--- config.mk ---
export PLATFORM = sky130hd
export DESIGN_NAME = motor_reply_frame_parser_unit
export DESIGN_NICKNAME = d
export VERILOG_FILES = /design/src/hdl/mrfp_pkg.sv /design/src/hdl/mrfp_core.sv /design/src/hdl/motor_reply_frame_parser_unit.sv
export VERILOG_INCLUDE_DIRS = /design/src /design/src/hdl
export SDC_FILE = /design/constraint.sdc
export NUM_CORES = 1
export LEC_CHECK = 0
export CELL_PAD_IN_SITES_DETAIL_PLACEMENT = 1
export CELL_PAD_IN_SITES_GLOBAL_PLACEMENT = 1
export CORE_MARGIN = 2
export CORE_UTILIZATION = 48
export DETAILED_ROUTE_END_ITERATION = 10
export DONT_BUFFER_PORTS = 1
export PLACE_DENSITY = 0.84
export SLEW_MARGIN = 30
export SYNTH_ARGS = -nofsm -noshare
export SYNTH_HDL_FRONTEND = slang
export SYNTH_HIERARCHICAL = 1
export SYNTH_SLANG_ARGS = --single-unit
--- constraint.sdc ---
create_clock -name clk_i -period 9 [get_ports clk_i]
set_clock_uncertainty 0.15 [all_clocks]
set_input_delay 1.8 -clock clk_i [delete_from_list [all_inputs] [get_ports clk_i]]
set_output_delay 1.8 -clock clk_i [all_outputs]
set_load 0.03 [all_outputs]
--- src/hdl/motor_reply_frame_parser_unit_defines.svh ---
// Assertion macros for the motor reply frame parser.
`ifndef MOTOR_REPLY_FRAME_PARSER_UNIT_DEFINES_SVH
`define MOTOR_REPLY_FRAME_PARSER_UNIT_DEFINES_SVH

// Checks that the consequent holds in the same cycle as the antecedent.
`define MRFP_ASSERT_NOW(lbl, ante, cons, msg) \
  lbl: assert property (@(posedge clk_i) disable iff (!rst_ni) (ante) |-> (cons)) \
    else $error(msg);

// Checks that the consequent holds in the cycle after the antecedent.
`define MRFP_ASSERT_NEXT(lbl, ante, cons, msg) \
  lbl: assert property (@(posedge clk_i) disable iff (!rst_ni) (ante) |=> (cons)) \
    else $error(msg);

`endif

--- src/hdl/mrfp_pkg.sv ---
// Shared constants, codes and types of the motor reply frame parser.
package mrfp_pkg;

  localparam logic [7:0] HDR_BYTE  = 8'h3E;
  localparam logic [7:0] CMD_POS   = 8'h90;
  localparam logic [7:0] CMD_ANGLE = 8'h92;
  localparam logic [7:0] ANGLE_LEN = 8'h08;

  localparam logic [3:0] POS_FRAME_LEN   = 4'd12;
  localparam logic [3:0] ANGLE_FRAME_LEN = 4'd14;
  localparam logic [3:0] POS_LAST        = POS_FRAME_LEN - 4'd1;
  localparam logic [3:0] ANGLE_LAST      = ANGLE_FRAME_LEN - 4'd1;

  localparam logic [3:0] BP_HUNT = 4'd0;
  localparam logic [3:0] BP_CMD  = 4'd1;
  localparam logic [3:0] BP_ID   = 4'd2;
  localparam logic [3:0] BP_LEN  = 4'd3;
  localparam logic [3:0] BP_HSUM = 4'd4;
  localparam logic [3:0] BP_DATA = 4'd5;

  typedef enum logic [1:0] {
    ST_OK       = 2'd0,
    ST_HDR_ERR  = 2'd1,
    ST_LEN_ERR  = 2'd2,
    ST_DATA_ERR = 2'd3
  } status_e;

  typedef struct packed {
    status_e            status;
    logic               frame_kind;
    logic [7:0]         motor_id;
    logic [15:0]        encoder_position;
    logic [15:0]        encoder_raw;
    logic [15:0]        encoder_offset;
    logic signed [63:0] motor_angle;
  } result_t;

  typedef struct packed {
    logic    valid;
    result_t res;
  } result_msg_t;

endpackage

--- src/hdl/mrfp_core.sv ---
// Frame tracking, checksums and data capture for one word per cycle on word_fire_i.
module mrfp_core (
  input  logic                 clk_i,
  input  logic                 rst_ni,
  input  logic                 word_fire_i,
  input  logic [7:0]           rx_byte_i,
  output mrfp_pkg::result_msg_t msg_o
);

  logic [3:0]  pos_q, pos_d;
  logic        kind_q, kind_d;
  logic [7:0]  hsum_q, hsum_d;
  logic [7:0]  psum_q, psum_d;
  logic [7:0]  id_q, id_d;
  logic [7:0]  len_q, len_d;
  logic [63:0] payload_q;
  logic        pay_we;
  logic [3:0]  lane_full;
  logic [2:0]  lane;
  logic [3:0]  last_pos;
  logic        msg_valid;
  mrfp_pkg::result_t res;
  mrfp_pkg::status_e status;

  assign lane_full = pos_q - mrfp_pkg::BP_DATA;
  assign lane      = lane_full[2:0];
  assign last_pos  = kind_q ? mrfp_pkg::ANGLE_LAST : mrfp_pkg::POS_LAST;

  always_comb begin
    pos_d     = pos_q;
    kind_d    = kind_q;
    hsum_d    = hsum_q;
    psum_d    = psum_q;
    id_d      = id_q;
    len_d     = len_q;
    pay_we    = 1'b0;
    msg_valid = 1'b0;
    if (word_fire_i) begin
      case (pos_q)
        mrfp_pkg::BP_HUNT: begin
          if (rx_byte_i == mrfp_pkg::HDR_BYTE) begin
            pos_d  = mrfp_pkg::BP_CMD;
            hsum_d = mrfp_pkg::HDR_BYTE;
          end
        end
        mrfp_pkg::BP_CMD: begin
          if (rx_byte_i == mrfp_pkg::CMD_POS || rx_byte_i == mrfp_pkg::CMD_ANGLE) begin
            kind_d = (rx_byte_i == mrfp_pkg::CMD_ANGLE);
            hsum_d = hsum_q + rx_byte_i;
            psum_d = 8'd0;
            pos_d  = mrfp_pkg::BP_ID;
          end else if (rx_byte_i == mrfp_pkg::HDR_BYTE) begin
            pos_d  = mrfp_pkg::BP_CMD;
            hsum_d = mrfp_pkg::HDR_BYTE;
          end else begin
            pos_d = mrfp_pkg::BP_HUNT;
          end
        end
        mrfp_pkg::BP_ID: begin
          id_d   = rx_byte_i;
          hsum_d = hsum_q + rx_byte_i;
          pos_d  = mrfp_pkg::BP_LEN;
        end
        mrfp_pkg::BP_LEN: begin
          len_d  = rx_byte_i;
          hsum_d = hsum_q + rx_byte_i;
          pos_d  = mrfp_pkg::BP_HSUM;
        end
        mrfp_pkg::BP_HSUM: begin
          hsum_d = hsum_q ^ rx_byte_i;
          pos_d  = mrfp_pkg::BP_DATA;
        end
        default: begin
          if (pos_q < last_pos) begin
            psum_d = psum_q + rx_byte_i;
            pay_we = 1'b1;
            pos_d  = pos_q + 4'd1;
          end else begin
            msg_valid = 1'b1;
            pos_d     = mrfp_pkg::BP_HUNT;
          end
        end
      endcase
    end
  end

  // The checks are ranked: header sum first, then length, then data sum.
  always_comb begin
    if (hsum_q != 8'd0) begin
      status = mrfp_pkg::ST_HDR_ERR;
    end else if (kind_q && len_q != mrfp_pkg::ANGLE_LEN) begin
      status = mrfp_pkg::ST_LEN_ERR;
    end else if (psum_q != rx_byte_i) begin
      status = mrfp_pkg::ST_DATA_ERR;
    end else begin
      status = mrfp_pkg::ST_OK;
    end
  end

  always_comb begin
    res.status           = status;
    res.frame_kind       = kind_q;
    res.motor_id         = id_q;
    res.encoder_position = 16'd0;
    res.encoder_raw      = 16'd0;
    res.encoder_offset   = 16'd0;
    res.motor_angle      = 64'sd0;
    if (status == mrfp_pkg::ST_OK) begin
      if (kind_q) begin
        res.motor_angle = $signed(payload_q);
      end else begin
        res.encoder_position = payload_q[15:0];
        res.encoder_raw      = payload_q[31:16];
        res.encoder_offset   = payload_q[47:32];
      end
    end
  end

  assign msg_o = '{valid: msg_valid, res: res};

  always_ff @(posedge clk_i or negedge rst_ni) begin
    if (!rst_ni) begin
      pos_q  <= mrfp_pkg::BP_HUNT;
      kind_q <= 1'b0;
      hsum_q <= 8'd0;
      psum_q <= 8'd0;
      id_q   <= 8'd0;
      len_q  <= 8'd0;
    end else begin
      pos_q  <= pos_d;
      kind_q <= kind_d;
      hsum_q <= hsum_d;
      psum_q <= psum_d;
      id_q   <= id_d;
      len_q  <= len_d;
    end
  end

  always_ff @(posedge clk_i) begin
    if (pay_we) begin
      payload_q[{lane, 3'b000} +: 8] <= rx_byte_i;
    end
  end

endmodule

--- src/hdl/motor_reply_frame_parser_unit.sv ---
// Top level of the motor reply frame parser with its result buffering.
// Usage: received bytes enter on the input channel (in_valid_i, rx_byte_i,
// in_stall_o), one word per cycle while not stalled. The parser hunts for
// the 0x3E header, follows 12-word position frames and 14-word angle frames,
// and checks the header and data sums. The last word of each frame yields
// one result on the output channel (out_valid_o, the result fields,
// out_stall_i), registered in the output register or, while it holds a
// result, in the skid register. Unstalled, the block takes one word every
// cycle; each word needs only a sum and a position update in the parser core.
// When the receiver stalls, the output register holds its result and one
// more result can wait in a skid register, so words keep flowing until a
// second result is pending; only then is in_stall_o raised.
// Reset clears the frame state to header hunting and empties both result
// registers; in_stall_o is low right after reset.
`include "motor_reply_frame_parser_unit_defines.svh"
module motor_reply_frame_parser_unit (
  input  logic               clk_i,
  input  logic               rst_ni,
  input  logic               in_valid_i,
  output logic               in_stall_o,
  input  logic [7:0]         rx_byte_i,
  output logic               out_valid_o,
  input  logic               out_stall_i,
  output logic [1:0]         status_o,
  output logic               frame_kind_o,
  output logic [7:0]         motor_id_o,
  output logic [15:0]        encoder_position_o,
  output logic [15:0]        encoder_raw_o,
  output logic [15:0]        encoder_offset_o,
  output logic signed [63:0] motor_angle_o
);

  logic                  in_fire;
  logic                  out_fire;
  mrfp_pkg::result_msg_t core_msg;
  logic                  out_valid_q, out_valid_d;
  logic                  skid_valid_q, skid_valid_d;
  mrfp_pkg::result_t     out_res_q, out_res_d;
  mrfp_pkg::result_t     skid_res_q, skid_res_d;

  assign in_stall_o = skid_valid_q;
  assign in_fire    = in_valid_i && !skid_valid_q;
  assign out_fire   = out_valid_q && !out_stall_i;

  mrfp_core u_core (
    .clk_i      (clk_i),
    .rst_ni     (rst_ni),
    .word_fire_i(in_fire),
    .rx_byte_i  (rx_byte_i),
    .msg_o      (core_msg)
  );

  always_comb begin
    out_valid_d  = out_valid_q;
    skid_valid_d = skid_valid_q;
    out_res_d    = out_res_q;
    skid_res_d   = skid_res_q;
    if (skid_valid_q) begin
      if (out_fire) begin
        out_res_d    = skid_res_q;
        skid_valid_d = 1'b0;
      end
    end else if (core_msg.valid) begin
      if (!out_valid_q || out_fire) begin
        out_res_d   = core_msg.res;
        out_valid_d = 1'b1;
      end else begin
        skid_res_d   = core_msg.res;
        skid_valid_d = 1'b1;
      end
    end else if (out_fire) begin
      out_valid_d = 1'b0;
    end
  end

  always_ff @(posedge clk_i or negedge rst_ni) begin
    if (!rst_ni) begin
      out_valid_q  <= 1'b0;
      skid_valid_q <= 1'b0;
    end else begin
      out_valid_q  <= out_valid_d;
      skid_valid_q <= skid_valid_d;
    end
  end

  always_ff @(posedge clk_i) begin
    out_res_q  <= out_res_d;
    skid_res_q <= skid_res_d;
  end

  assign out_valid_o        = out_valid_q;
  assign status_o           = out_res_q.status;
  assign frame_kind_o       = out_res_q.frame_kind;
  assign motor_id_o         = out_res_q.motor_id;
  assign encoder_position_o = out_res_q.encoder_position;
  assign encoder_raw_o      = out_res_q.encoder_raw;
  assign encoder_offset_o   = out_res_q.encoder_offset;
  assign motor_angle_o      = out_res_q.motor_angle;

  `MRFP_ASSERT_NOW(a_skid_behind_out, skid_valid_q, out_valid_q, "skid full with empty output")
  `MRFP_ASSERT_NOW(a_err_fields_zero,
    out_valid_o && status_o != mrfp_pkg::ST_OK,
    encoder_position_o == 16'd0 && encoder_raw_o == 16'd0 && encoder_offset_o == 16'd0
      && motor_angle_o == 64'sd0,
    "error result carries data")
  `MRFP_ASSERT_NOW(a_pos_no_angle, out_valid_o && !frame_kind_o, motor_angle_o == 64'sd0,
    "position frame carries an angle")
  `MRFP_ASSERT_NEXT(a_skid_fills_on_block, out_valid_q && out_stall_i && !skid_valid_q
    && core_msg.valid, skid_valid_q && out_valid_q, "result lost while output blocked")

endmodule
==> results by group, run 1 <==
CTS
  – Post_cts resized: 0
  – CTS Buf Count: 37
  – Sink Count: 349
  – Clock Latency Late Sink: 0.52 ns
  – CTS tree: yes
  – Hold buffer count at CTS: 0
  – Clock Tree Root: clkbuf_16
  – Max Buffers Root-to-Sink: 3
  – Setup bufs post-CTS: 0
  – CTS clk-pin slew, worst paths: 0.06 ns
  – H-tree levels: 2

Min path
  – HP Class: flip-flop to flip-flop

Synthesis
  – Mapped Avg Cell Area: 15.7 um2
  – Multiplexer share of the synthesized area: 10.6%
  – Library cells used by synthesis: 60
  – Synth Register Bits: 349
  – Yosys top cell area share: 62.4%
  – Synth area leader: edfxtp_1
  – Synth Area in Adders: 2.20%
  – Syn Nets: 988
  – Post-synth EDFFs: 310
  – Synth Area in Compound Gates: 3.49%
  – Post-Syn Instances: 951
  – Synth top area cells: edfxtp_1 62%, mux2_2 11%, and2_1 7.5%
  – Simple-Gate Fraction of Synth Area: 12.1%
  – Register area share after synthesis: 69.0%
  – Dominant synthesized flop cell: edfxtp_1
  – Asr flop ratio synth: 11.2%
  – Mapped Area: 14900 um2
  – Largest family of logic cells by synthesized area: simple AND/OR/NAND/NOR gates
  – Synth Area in XOR/XNOR: 0.294%
  – Synth warn: 6

Job
  – Max-Cap Viols: 0

Drt
  – DR iter-0 viols: 571
  – Via-to-Cell Ratio: 5.68
  – DRC: 0
  – Vias: 7839
  – Routed wire length: 34.2 mm
  – First drt pass iteration count: 5
  – Routed length per instance: 24.8 um
  – Routed Antenna Nets: 0

Worst setup path
  – Arrival time worst endpoint: 4.21 ns
  – Critical Path RT: 8.99 ns
  – Crit path launch type: primary input
  – Slowest cell on the critical path: buf_4
  – Worst setup EP type: flip-flop
  – Crit path largest cell delay: 0.83 ns
  – Crit path kind: primary input to flip-flop
  – Critical path peak fanout: 67
  – Crit-path cells: nor2b_1, o21ai_0, nor2_1, nand2b_1, nor2_4, buf_4

Place
  – Placer Congestion: 0.840
  – PortBufs: 0
  – Post-DP HPWL: 22.2 mm

Power and ir drop
  – Clock power frac: 33.9%
  – P_leak: 5.70 nW
  – Power Density: 261 nW/um2
  – P_sw: 0.00120 W
  – Switching share of total power: 28.0%
  – Maximum vdd drop: 0.000142 V
  – Internal power: 0.00307 W
  – Sequential share of power: 47.8%
  – Final Power: 0.00427 W
  – Comb pwr share: 18.4%

Layout
  – Most common cell after layout, fill and taps aside: edfxtp_1
  – Seq. cell area: 10300 um2
  – Syn-to-layout area delta: 9.61%
  – Most frequent cells in the layout: 310 x edfxtp_1, 178 x and2_1, 140 x mux2_2, 38 x dfrtp_1, 37 x clkbuf_16
  – Nets: 995
  – Share of cells above drive strength 1: 22.2%
  – Multi-input combinational cell area: 4290 um2
  – # fillers: 2874

STA
  – Final Hold Viols: 0
  – Final period utilization: 46.8%
  – Fmax: 237 MHz
  – Slew @ Worst Pin: 0.949 ns
  – RSZ-0062 raised after global routing: false
  – Final Setup Violations: 0
  – Slew Limit Fails: 0
  – Setup TNS: 0 ns
  – Tmin final: 4.22 ns
  – Slew margin rel.: 36.7%

Floorplanning
  – Full die area: 32500 um2
  – CORE AREA: 30600 um2
  – Cell row count: 64
  – Die Y: 180 um
  – I/O pins: 137
  – Initial core utilization: 48.7%
  – Die Width: 180 um

Global route
  – First-pass GRT wire length: 52.9 mm
  – Largest net degree at the start of global routing: 79
  – GR Overflow Total: 0
  – Vias in the first global route: 8436
  – Antenna violations before repair: 1
  – GRT Overall Usage: 21.1%

Outcome
  – Status: finished clean
[logic make-up after synthesis]
kind of cell	Yosys count
DFF	349
and+or+nand+nor	296
muxes	140
AOI/OAI and AO/OA	76
buffers and inverters	60
adders and majority gates	25
xor gates and xnor gates	5
[metal layers]
layer,share of wire [%],vias to the layer above,wire [um],global-route usage [%]
met3,5.0,40,1700,4.51
met1,42,4062,14300,27.3
met2,52,190,17700,36.8
met5,0.020,-,7,0
li1,-,3545,-,-
met4,1.4,2,491,4.65
[final cells by class]
| type | instances | area share, % |
|---|---|---|
| Sequential cell | 349 | 63.0 |
| Multi-Input combinational cell | 542 | 26.2 |
| Clock buffer | 48 | 5.92 |
| Tap cell | 396 | 3.03 |
| Clock inverter | 16 | 0.972 |
| Inverter | 20 | 0.459 |
| Timing Repair Buffer | 8 | 0.391 |
| Antenna cell | 1 | 0.0153 |
[flip-flops by register name (all words and copies together), names as in the netlist, 16 cells and up]
name                count
encoder_offset_o       16
encoder_position_o     16
encoder_raw_o          16
motor_angle_o          64
skid_res_q            123
u_core/payload_q       64
[critical path, delay by kind of cell]
family          cells  cell delay, ns
compound gates      1            0.17
buf+inv             1            0.83
simple gates        4            1.34
[worst paths after layout]
check                                            start                            to  slack, ns  cells after the start
max in group asynchronous                       rst_ni  u_core/hsum_q[6]$_DFFE_PN0P_       7.77                      0
min in group asynchronous                       rst_ni  u_core/psum_q[0]$_DFFE_PN0P_       0.83                      0
max reg2reg                u_core/pos_q[0]$_DFFE_PN0P_      skid_res_q[66]$_DFFE_PP_       4.82                      9
max                                         in_valid_i      skid_res_q[66]$_DFFE_PP_       4.78                      6
min reg2reg                 u_core/id_q[7]$_DFFE_PN0P_     skid_res_q[119]$_DFFE_PP_       0.32                      0
min                         u_core/id_q[7]$_DFFE_PN0P_     skid_res_q[119]$_DFFE_PP_       0.32                      0
[cells in the mapped netlist (3+ instances only)]
cell type / instances
o22ai_1: 3
nor3b_2: 3
clkbuf_1: 11
buf_4: 4
and2_1: 178
o211ai_1: 3
nor2_1: 19
xor2_1: 3
o21ai_0: 21
nand3_1: 7
ha_1: 23
and3_1: 5
nand2_1: 25
nor2b_1: 6
edfxtp_1: 310
or2_2: 7
o2111ai_1: 4
a21o_1: 4
o31ai_1: 3
buf_2: 3
nand2b_1: 3
dfrtp_1: 39
mux2_2: 140
a31oi_1: 3
buf_6: 13
nor4b_1: 3
inv_1: 20
nor4_1: 10
a32o_1: 3
nor3_1: 10
clkbuf_2: 9
a21oi_1: 13
or3_1: 4
[power groups by stage]
stage | registers (W) | clock network, W | logic (W)
3_3_place_gp | 0.00206 | 0 | 0.000724
3_5_place_dp | 0.00207 | 0 | 0.000763
5_1_grt | 0.00205 | 0.00154 | 0.000867
4_1_cts | 0.00204 | 0.00148 | 0.000775
2_1_floorplan | 0.00202 | 0 | 0.000596
6_report | 0.00204 | 0.00144 | 0.000784
[through the flow]
stage                     std cells  area, um2  hold WS [ns]  setup slack (ns)  util (%)
final                          1380      16300         0.322              4.78      53.4
after global routing           1379      16300         0.348              4.55      53.4
after CTS                      1379      16300         0.322              4.78      53.4
after detailed placement       1315      15200         0.310              4.32      49.7
after global placement         1315      15200         0.298              4.39      49.7
after floorplan                 951      14900         0.289             0.623         -
Note: power is estimated with default switching activity, not from simulation.
==> run 2: changes to the inputs <==
--- a/config.mk
+++ b/config.mk
@@ -6,13 +6,14 @@
 export SDC_FILE = /design/constraint.sdc
 export NUM_CORES = 1
 export LEC_CHECK = 0
+export ABC_AREA = 1
 export CELL_PAD_IN_SITES_DETAIL_PLACEMENT = 1
 export CELL_PAD_IN_SITES_GLOBAL_PLACEMENT = 1
 export CORE_MARGIN = 2
-export CORE_UTILIZATION = 48
+export CORE_UTILIZATION = 50
 export DETAILED_ROUTE_END_ITERATION = 10
 export DONT_BUFFER_PORTS = 1
-export PLACE_DENSITY = 0.84
+export PLACE_DENSITY = 0.88
 export SLEW_MARGIN = 30
 export SYNTH_ARGS = -nofsm -noshare
 export SYNTH_HDL_FRONTEND = slang
==> constraint.sdc (replaced) <==
create_clock -name clk_i -period 4.1 [get_ports clk_i]
set_clock_uncertainty 0.15 [all_clocks]
set_input_delay 0.82 -clock clk_i [delete_from_list [all_inputs] [get_ports clk_i]]
set_output_delay 0.82 -clock clk_i [all_outputs]
set_load 0.03 [all_outputs]
==> results by group, run 2 <==
Place
  – Place WS: 0.431 ns (-3.89 ns)
  – Placer Congestion: 0.876 (+4.2%)
  – Post-DP HPWL: 26.2 mm (+18%)
  – PortBufs: 0 (unchanged)
  – Cell area after placement: 15300 um2 (+0.42%)

Floorplanning
  – I/O pins: 137 (unchanged)
  – Die Y: 176 um (-2.2%)
  – Cell row count: 63 (-1.6%)
  – Full die area: 31100 um2 (-4.3%)
  – CORE AREA: 29400 um2 (-3.9%)
  – Die Width: 176 um (-2.2%)
  – Initial core utilization: 50.5% (+1.7 points)

Synthesis
  – Yosys top cell area share: 62.7% (+0.28 points)
  – Dominant synthesized flop cell: edfxtp_1
  – Post-synth EDFFs: 310 (unchanged)
  – Synth area leader: edfxtp_1
  – Synth Register Bits: 349 (unchanged)
  – Asr flop ratio synth: 11.2% (unchanged)
  – Synth top area cells: edfxtp_1 63%, nand2_1 13%, dfrtp_1 6.6%
  – Mapped Avg Cell Area: 10.6 um2 (-32%)
  – Top-count cell post-synth: nand2_1
  – Synth warn: 6 (unchanged)
  – Post-Syn Instances: 1402 (+47%)
  – Mapped Area: 14800 um2 (-0.44%)
  – Register area share after synthesis: 69.3% (+0.31 points)
  – Post-synth top cells: 501 x nand2_1, 310 x edfxtp_1, 206 x nor2_1
  – Library cells used by synthesis: 35 (-42%)
  – Syn Nets: 1439 (+46%)

Worst setup path
  – Worst r2r path cells: 8 (-1)
  – Crit-path cells: inv_1, ha_1, xnor2_1, inv_1, ha_1, buf_4, nand3_1, nor2_1
  – R2r endpoint: u_core/payload_q[37]$_DFFE_PP_
  – Crit path launch type: flip-flop
  – Crit path kind: flip-flop to flip-flop
  – Setup slack, reg-to-reg: 0.49 ns (-4.33 ns)
  – Worst setup EP type: flip-flop
  – Slowest cell on the critical path: nor2_1
  – Critical Path RT: 4.09 ns (-4.90 ns)
  – Arrival time worst endpoint: 3.60 ns (-0.61 ns)
  – Crit path largest cell delay: 0.70 ns (-0.13 ns)
  – Critical path peak fanout: 26 (-61%)
  – Worst r2r src: u_core/pos_q[0]$_DFFE_PN0P_

STA
  – RSZ-0062 raised after global routing: false
  – Fmax: 277 MHz
  – Setup slack after layout: 0.490 ns (-4.29 ns)
  – Slew @ Worst Pin: 0.875 ns (-0.0749 ns)
  – Setup TNS: 0 ns (unchanged)
  – Tmin final: 3.61 ns
  – Final period utilization: 88.0%
  – Slew Limit Fails: 0 (unchanged)
  – Final Hold Viols: 0 (unchanged)
  – Hold Slack: 0.331 ns (+0.00935 ns)
  – Final Setup Violations: 0 (unchanged)
  – Slew margin rel.: 41.7% (+5.0 points)

Drt
  – DR iter-0 viols: 891 (+56%)
  – DRC: 0 (unchanged)
  – Via-to-Cell Ratio: 5.51 (-3.0%)
  – Routed length per instance: 21.6 um (-13%)
  – Routed Antenna Nets: 0 (unchanged)
  – Routed wire length: 39.3 mm (+15%)
  – First drt pass iteration count: 5 (unchanged)
  – Vias: 10060 (+28%)

CTS
  – Setup bufs post-CTS: 0 (unchanged)
  – Max Buffers Root-to-Sink: 3 (unchanged)
  – Clock Latency Late Sink: 0.52 ns (about the same)
  – Clock Tree Root: clkbuf_16
  – Sink Count: 349 (unchanged)
  – CTS Buf Count: 37 (unchanged)
  – CTS tree: yes
  – H-tree levels: 2 (unchanged)
  – CTS clk-pin slew, worst paths: 0.06 ns (about the same)

Global route
  – Largest net degree at the start of global routing: 124 (+57%)
  – GR Overflow Total: 0 (unchanged)
  – Antenna violations before repair: 0 (-1)
  – First-pass GRT wire length: 61.2 mm (+16%)
  – Vias in the first global route: 10822 (+28%)
  – GRT Overall Usage: 25.7% (+4.6 points)

Layout
  – Nets: 1447 (+45%)
  – Largest register FFs: 123 (unchanged)
  – Final Util: 56.0% (+2.5 points)
  – Final non-filler cell area: 16500 um2 (+0.69%)
  – Ant diodes: 0 (-1)
  – Most common cell after layout, fill and taps aside: nand2_1
  – Most frequent cells in the layout: 501 x nand2_1, 310 x edfxtp_1, 205 x nor2_1, 117 x inv_1, 41 x nand3_1
  – Share of cells above drive strength 1: 6.41% (-16 points)
  – Syn-to-layout area delta: 10.9%
  – Top reg by flops: skid_res_q

Job
  – Max-Cap Viols: 0 (unchanged)

Min path
  – Worst Hold End: skid_res_q[112]$_DFFE_PP_
  – Worst hold path stage count: 0 (unchanged)
  – Worst Min Path Start: u_core/id_q[0]$_DFFE_PN0P_
  – HP Class: flip-flop to flip-flop

Power and ir drop
  – Power Density: 594 nW/um2 (+130%)
  – Maximum vdd drop: 0.000323 V (+130%)
  – P_leak: 6.58 nW (+15%)

Outcome
  – Status: finished clean
[run 2: cell count changes in the layout (fill, tap and decap cells not counted), sizes merged, moves of 5 or more]
cell   delta
nand2   +476
nor2    +195
and2    -178
mux2    -140
inv     +101
nand3    +34
o21ai    +16
nor4     -11
buf      +10
nand4     +6
nor2b     -6
or2       -6
and3      -5
nor3b     -5
[run 2: layout make-up]
cell class | instances | area [um2]
Timing Repair Buffer | 19 | 211
Multi-Input combinational cell | 879 | 3860
Inverter | 124 | 470
Tap cell | 390 | 488
Fill cell | 3105 | 12900
Clock inverter | 16 | 170
Sequential cell | 349 | 10300
Clock buffer | 48 | 967
[run 2: worst max path at each step]
| stage | from | endpoint |
|---|---|---|
| detailed placement | rx_byte_i[6] | motor_angle_o[29]$_DFFE_PP_ |
| global route | u_core/pos_q[0]$_DFFE_PN0P_ | u_core/payload_q[5]$_DFFE_PP_ |
| CTS | u_core/pos_q[0]$_DFFE_PN0P_ | u_core/payload_q[57]$_DFFE_PP_ |
| floorplan | in_valid_i | encoder_offset_o[0]$_DFFE_PP_ |
| finish | u_core/pos_q[0]$_DFFE_PN0P_ | u_core/payload_q[37]$_DFFE_PP_ |
| global placement | in_valid_i | u_core/payload_q[48]$_DFFE_PP_ |
[run 2: critical path, delay by kind of cell (launching register included)]
kind / cells / cell delay, ns
buffers and inverters: 3 / 0.63
adder cells (fa/ha/maj): 2 / 0.63
AND/OR/NAND/NOR: 2 / 1.04
XOR/XNOR: 1 / 0.26
flip-flops: 1 / 0.52
[run 2: metrics by stage]
stage / power (W) / std cells
floorplan: 0.00592 / 1402
global placement: 0.00638 / 1759
detailed placement: 0.00655 / 1759
CTS: 0.00979 / 1825
global route: 0.0102 / 1825
finish: 0.00977 / 1825
[run 2: cells by family after synthesis]
kind of cell | count (synthesis) | share of synthesized area, %
buffers and inverters | 174 | 4.86
xor gates and xnor gates | 7 | 0.413
AOI/OAI and AO/OA | 62 | 2.27
muxes | 1 | 0.0674
adders and majority gates | 25 | 2.21
DFF | 349 | 69.3
and+or+nand+nor | 784 | 20.9
[run 2: per-layer routing]
| metal | share of wire (%) | wire length [um] | GRT usage, % | vias to the layer above |
|---|---|---|---|---|
| li1 | - | - | - | 4579 |
| met1 | 41 | 16000 | 32.3 | 5058 |
| met4 | 3.1 | 1230 | 9.16 | 0 |
| met5 | 0 | 0 | 0 | - |
| met2 | 51 | 20000 | 45.1 | 337 |
| met3 | 5.4 | 2120 | 4.18 | 86 |
[run 2: power breakdown]
part	internal (W)	leakage (nW)	switching, W
clock	0.00186	0.544	0.00135
sequential	0.00420	3.03	0.000273
combinational	0.000592	3.00	0.00150
[run 2: what timing repair did]
action,4_1_cts,5_1_grt
endpoints found under the setup margin,0,0
gates resized for setup,0,0
hold buffers,2,0
endpoints found under the hold margin,39,0
==> run 3: changes to the inputs <==
--- a/config.mk
+++ b/config.mk
@@ -6,14 +6,14 @@
 export SDC_FILE = /design/constraint.sdc
 export NUM_CORES = 1
 export LEC_CHECK = 0
-export ABC_AREA = 1
+export ABC_AREA = 0
 export CELL_PAD_IN_SITES_DETAIL_PLACEMENT = 1
 export CELL_PAD_IN_SITES_GLOBAL_PLACEMENT = 1
 export CORE_MARGIN = 2
-export CORE_UTILIZATION = 50
+export CORE_UTILIZATION = 54
 export DETAILED_ROUTE_END_ITERATION = 10
 export DONT_BUFFER_PORTS = 1
-export PLACE_DENSITY = 0.88
+export PLACE_DENSITY = 0.89
 export SLEW_MARGIN = 30
 export SYNTH_ARGS = -nofsm -noshare
 export SYNTH_HDL_FRONTEND = slang
==> results by group, run 3 (synthesis gave the netlist of run 1 again) <==
Worst setup path
  – Worst setup EP type: flip-flop
  – Crit path launch type: flip-flop
  – Critical Path RT: 4.11 ns (+0.02 ns)
  – Critical path peak fanout: 14 (-46%)
  – Arrival time worst endpoint: 3.87 ns (+0.27 ns)
  – Setup slack, reg-to-reg: 0.24 ns (-0.25 ns)
  – Crit path kind: flip-flop to flip-flop

Floorplanning
  – Cell row count: 60 (-4.8%)
  – Die Width: 170 um (-3.5%)
  – CORE AREA: 27000 um2 (-8.1%)
  – Initial core utilization: 55.2% (+4.7 points)
  – I/O pins: 137 (unchanged)
  – Full die area: 29000 um2 (-6.8%)
  – Die Y: 170 um (-3.5%)

CTS
  – CTS tree: yes
  – Sink Count: 349 (unchanged)
  – Setup bufs post-CTS: 0 (unchanged)
  – Clock Tree Root: clkbuf_16
  – CTS clk-pin slew, worst paths: 0.06 ns (about the same)
  – Clock Latency Late Sink: 0.53 ns (about the same)
  – CTS Buf Count: 36 (-2.7%)
  – Max Buffers Root-to-Sink: 3 (unchanged)
  – H-tree levels: 2 (unchanged)

Drt
  – DRC: 0 (unchanged)
  – Via-to-Cell Ratio: 6.15 (+12%)
  – Routed length per instance: 26.3 um (+22%)
  – Vias: 8216 (-18%)
  – DR iter-0 viols: 738 (-17%)
  – Routed Antenna Nets: 0 (unchanged)
  – First drt pass iteration count: 5 (unchanged)
  – Routed wire length: 35.1 mm (-11%)

Global route
  – Largest net degree at the start of global routing: 93 (-25%)
  – Vias in the first global route: 8637 (-20%)
  – Antenna violations before repair: 1 (+1)
  – GRT Overall Usage: 24.6% (-1.1 points)
  – First-pass GRT wire length: 53.6 mm (-12%)
  – GR Overflow Total: 0 (unchanged)

Layout
  – Most common cell after layout, fill and taps aside: edfxtp_1
  – Largest register FFs: 123 (unchanged)
  – Syn-to-layout area delta: 10.3%
  – Top reg by flops: skid_res_q
  – Share of cells above drive strength 1: 23.6% (+17 points)
  – Most frequent cells in the layout: 310 x edfxtp_1, 178 x and2_1, 140 x mux2_2, 38 x dfrtp_1, 37 x clkbuf_16
  – Ant diodes: 0 (unchanged)
  – Nets: 1003 (-31%)
  – Final non-filler cell area: 16400 um2 (about the same)
  – Final Util: 60.9% (+4.9 points)

STA
  – Setup slack after layout: 0.238 ns (-0.253 ns)
  – Slew @ Worst Pin: 1.07 ns (+0.197 ns)
  – Final Hold Viols: 0 (unchanged)
  – RSZ-0062 raised after global routing: false
  – Tmin final: 3.86 ns (+0.253 ns)
  – Final period utilization: 94.2% (+6.2 points)
  – Fmax: 259 MHz (-6.5%)
  – Slew margin rel.: 28.5% (-13 points)
  – Final Setup Violations: 0 (unchanged)
  – Hold Slack: 0.307 ns (-0.0239 ns)
  – Slew Limit Fails: 0 (unchanged)

Power and ir drop
  – P_leak: 5.76 nW (-12%)
  – Maximum vdd drop: 0.000331 V (+2.7%)
  – Power Density: 581 nW/um2 (-2.2%)

Min path
  – HP Class: primary input to flip-flop

Outcome
  – Status: finished clean

Place
  – PortBufs: 0 (unchanged)
  – Post-DP HPWL: 22.2 mm (-15%)
  – Placer Congestion: 0.858 (-2.0%)
  – Cell area after placement: 15300 um2 (about the same)
  – Place WS: 0.147 ns (-0.284 ns)

Job
  – Max-Cap Viols: 0 (unchanged)
-- run 3: critical path, cell delays in order (launching register included) --
cell and delay (ns):
dfrtp_1 0.71, clkinvlp_4 0.34, ha_1 0.40, nor4_2 0.56
o32ai_2 0.23, or2_1 0.36, nor3b_2 0.30, and2_1 0.44
-- run 3: layout make-up --
cell class | instances | area [um2]
clock buffer | 44 | 962
clock inverter | 22 | 184
fill | 2392 | 10600
inverter | 20 | 78.8
multi-input combinational | 542 | 4330
sequential | 349 | 10300
tap | 341 | 427
timing repair buffer | 17 | 180
-- run 3: worst paths after layout --
check,start,cells past startpoint,to
setup / recovery,u_core/pos_q[0]$_DFFE_PN0P_,7,u_core/payload_q[42]$_DFFE_PP_
hold / removal,rx_byte_i[2],1,u_core/len_q[2]$_DFFE_PN0P_
setup reg to reg,u_core/pos_q[0]$_DFFE_PN0P_,7,u_core/payload_q[42]$_DFFE_PP_
hold reg to reg,u_core/id_q[1]$_DFFE_PN0P_,0,skid_res_q[113]$_DFFE_PP_
max in group asynchronous,rst_ni,2,in_stall_o$_DFF_PN0_
min in group asynchronous,rst_ni,2,u_core/psum_q[5]$_DFFE_PN0P_
-- run 3: what timing repair did --
action	4_1_cts	5_1_grt
hold buffers	2	0
setup endpoints to repair	0	8
endpoints found under the hold margin	39	0
gates resized for setup	0	1
-- run 3: through the flow --
step	std cells	total power (W)	setup TNS [ns]
floorplan	951	0.00578	-30.27
global placement	1267	0.00612	0
detailed placement	1267	0.00628	0
CTS	1335	0.00954	0
global route	1335	0.00989	0
finish	1335	0.00955	0
-- run 3: metal layers --
metal | up-vias | GRT usage [%] | wire (um)
met5 | - | 0 | 7
met4 | 2 | 10.1 | 1360
met3 | 94 | 5.91 | 2240
met2 | 332 | 41.1 | 17500
met1 | 4225 | 31.1 | 14000
li1 | 3563 | - | -
-- run 3: where the power goes --
part           leakage [nW]  total (W)  internal, W  switching [W]
Clock                 0.563    0.00319      0.00186        0.00132
Combinational          2.07    0.00189     0.000720        0.00117
Sequential             3.13    0.00448      0.00420       0.000281
Total                  5.76    0.00955      0.00678        0.00277
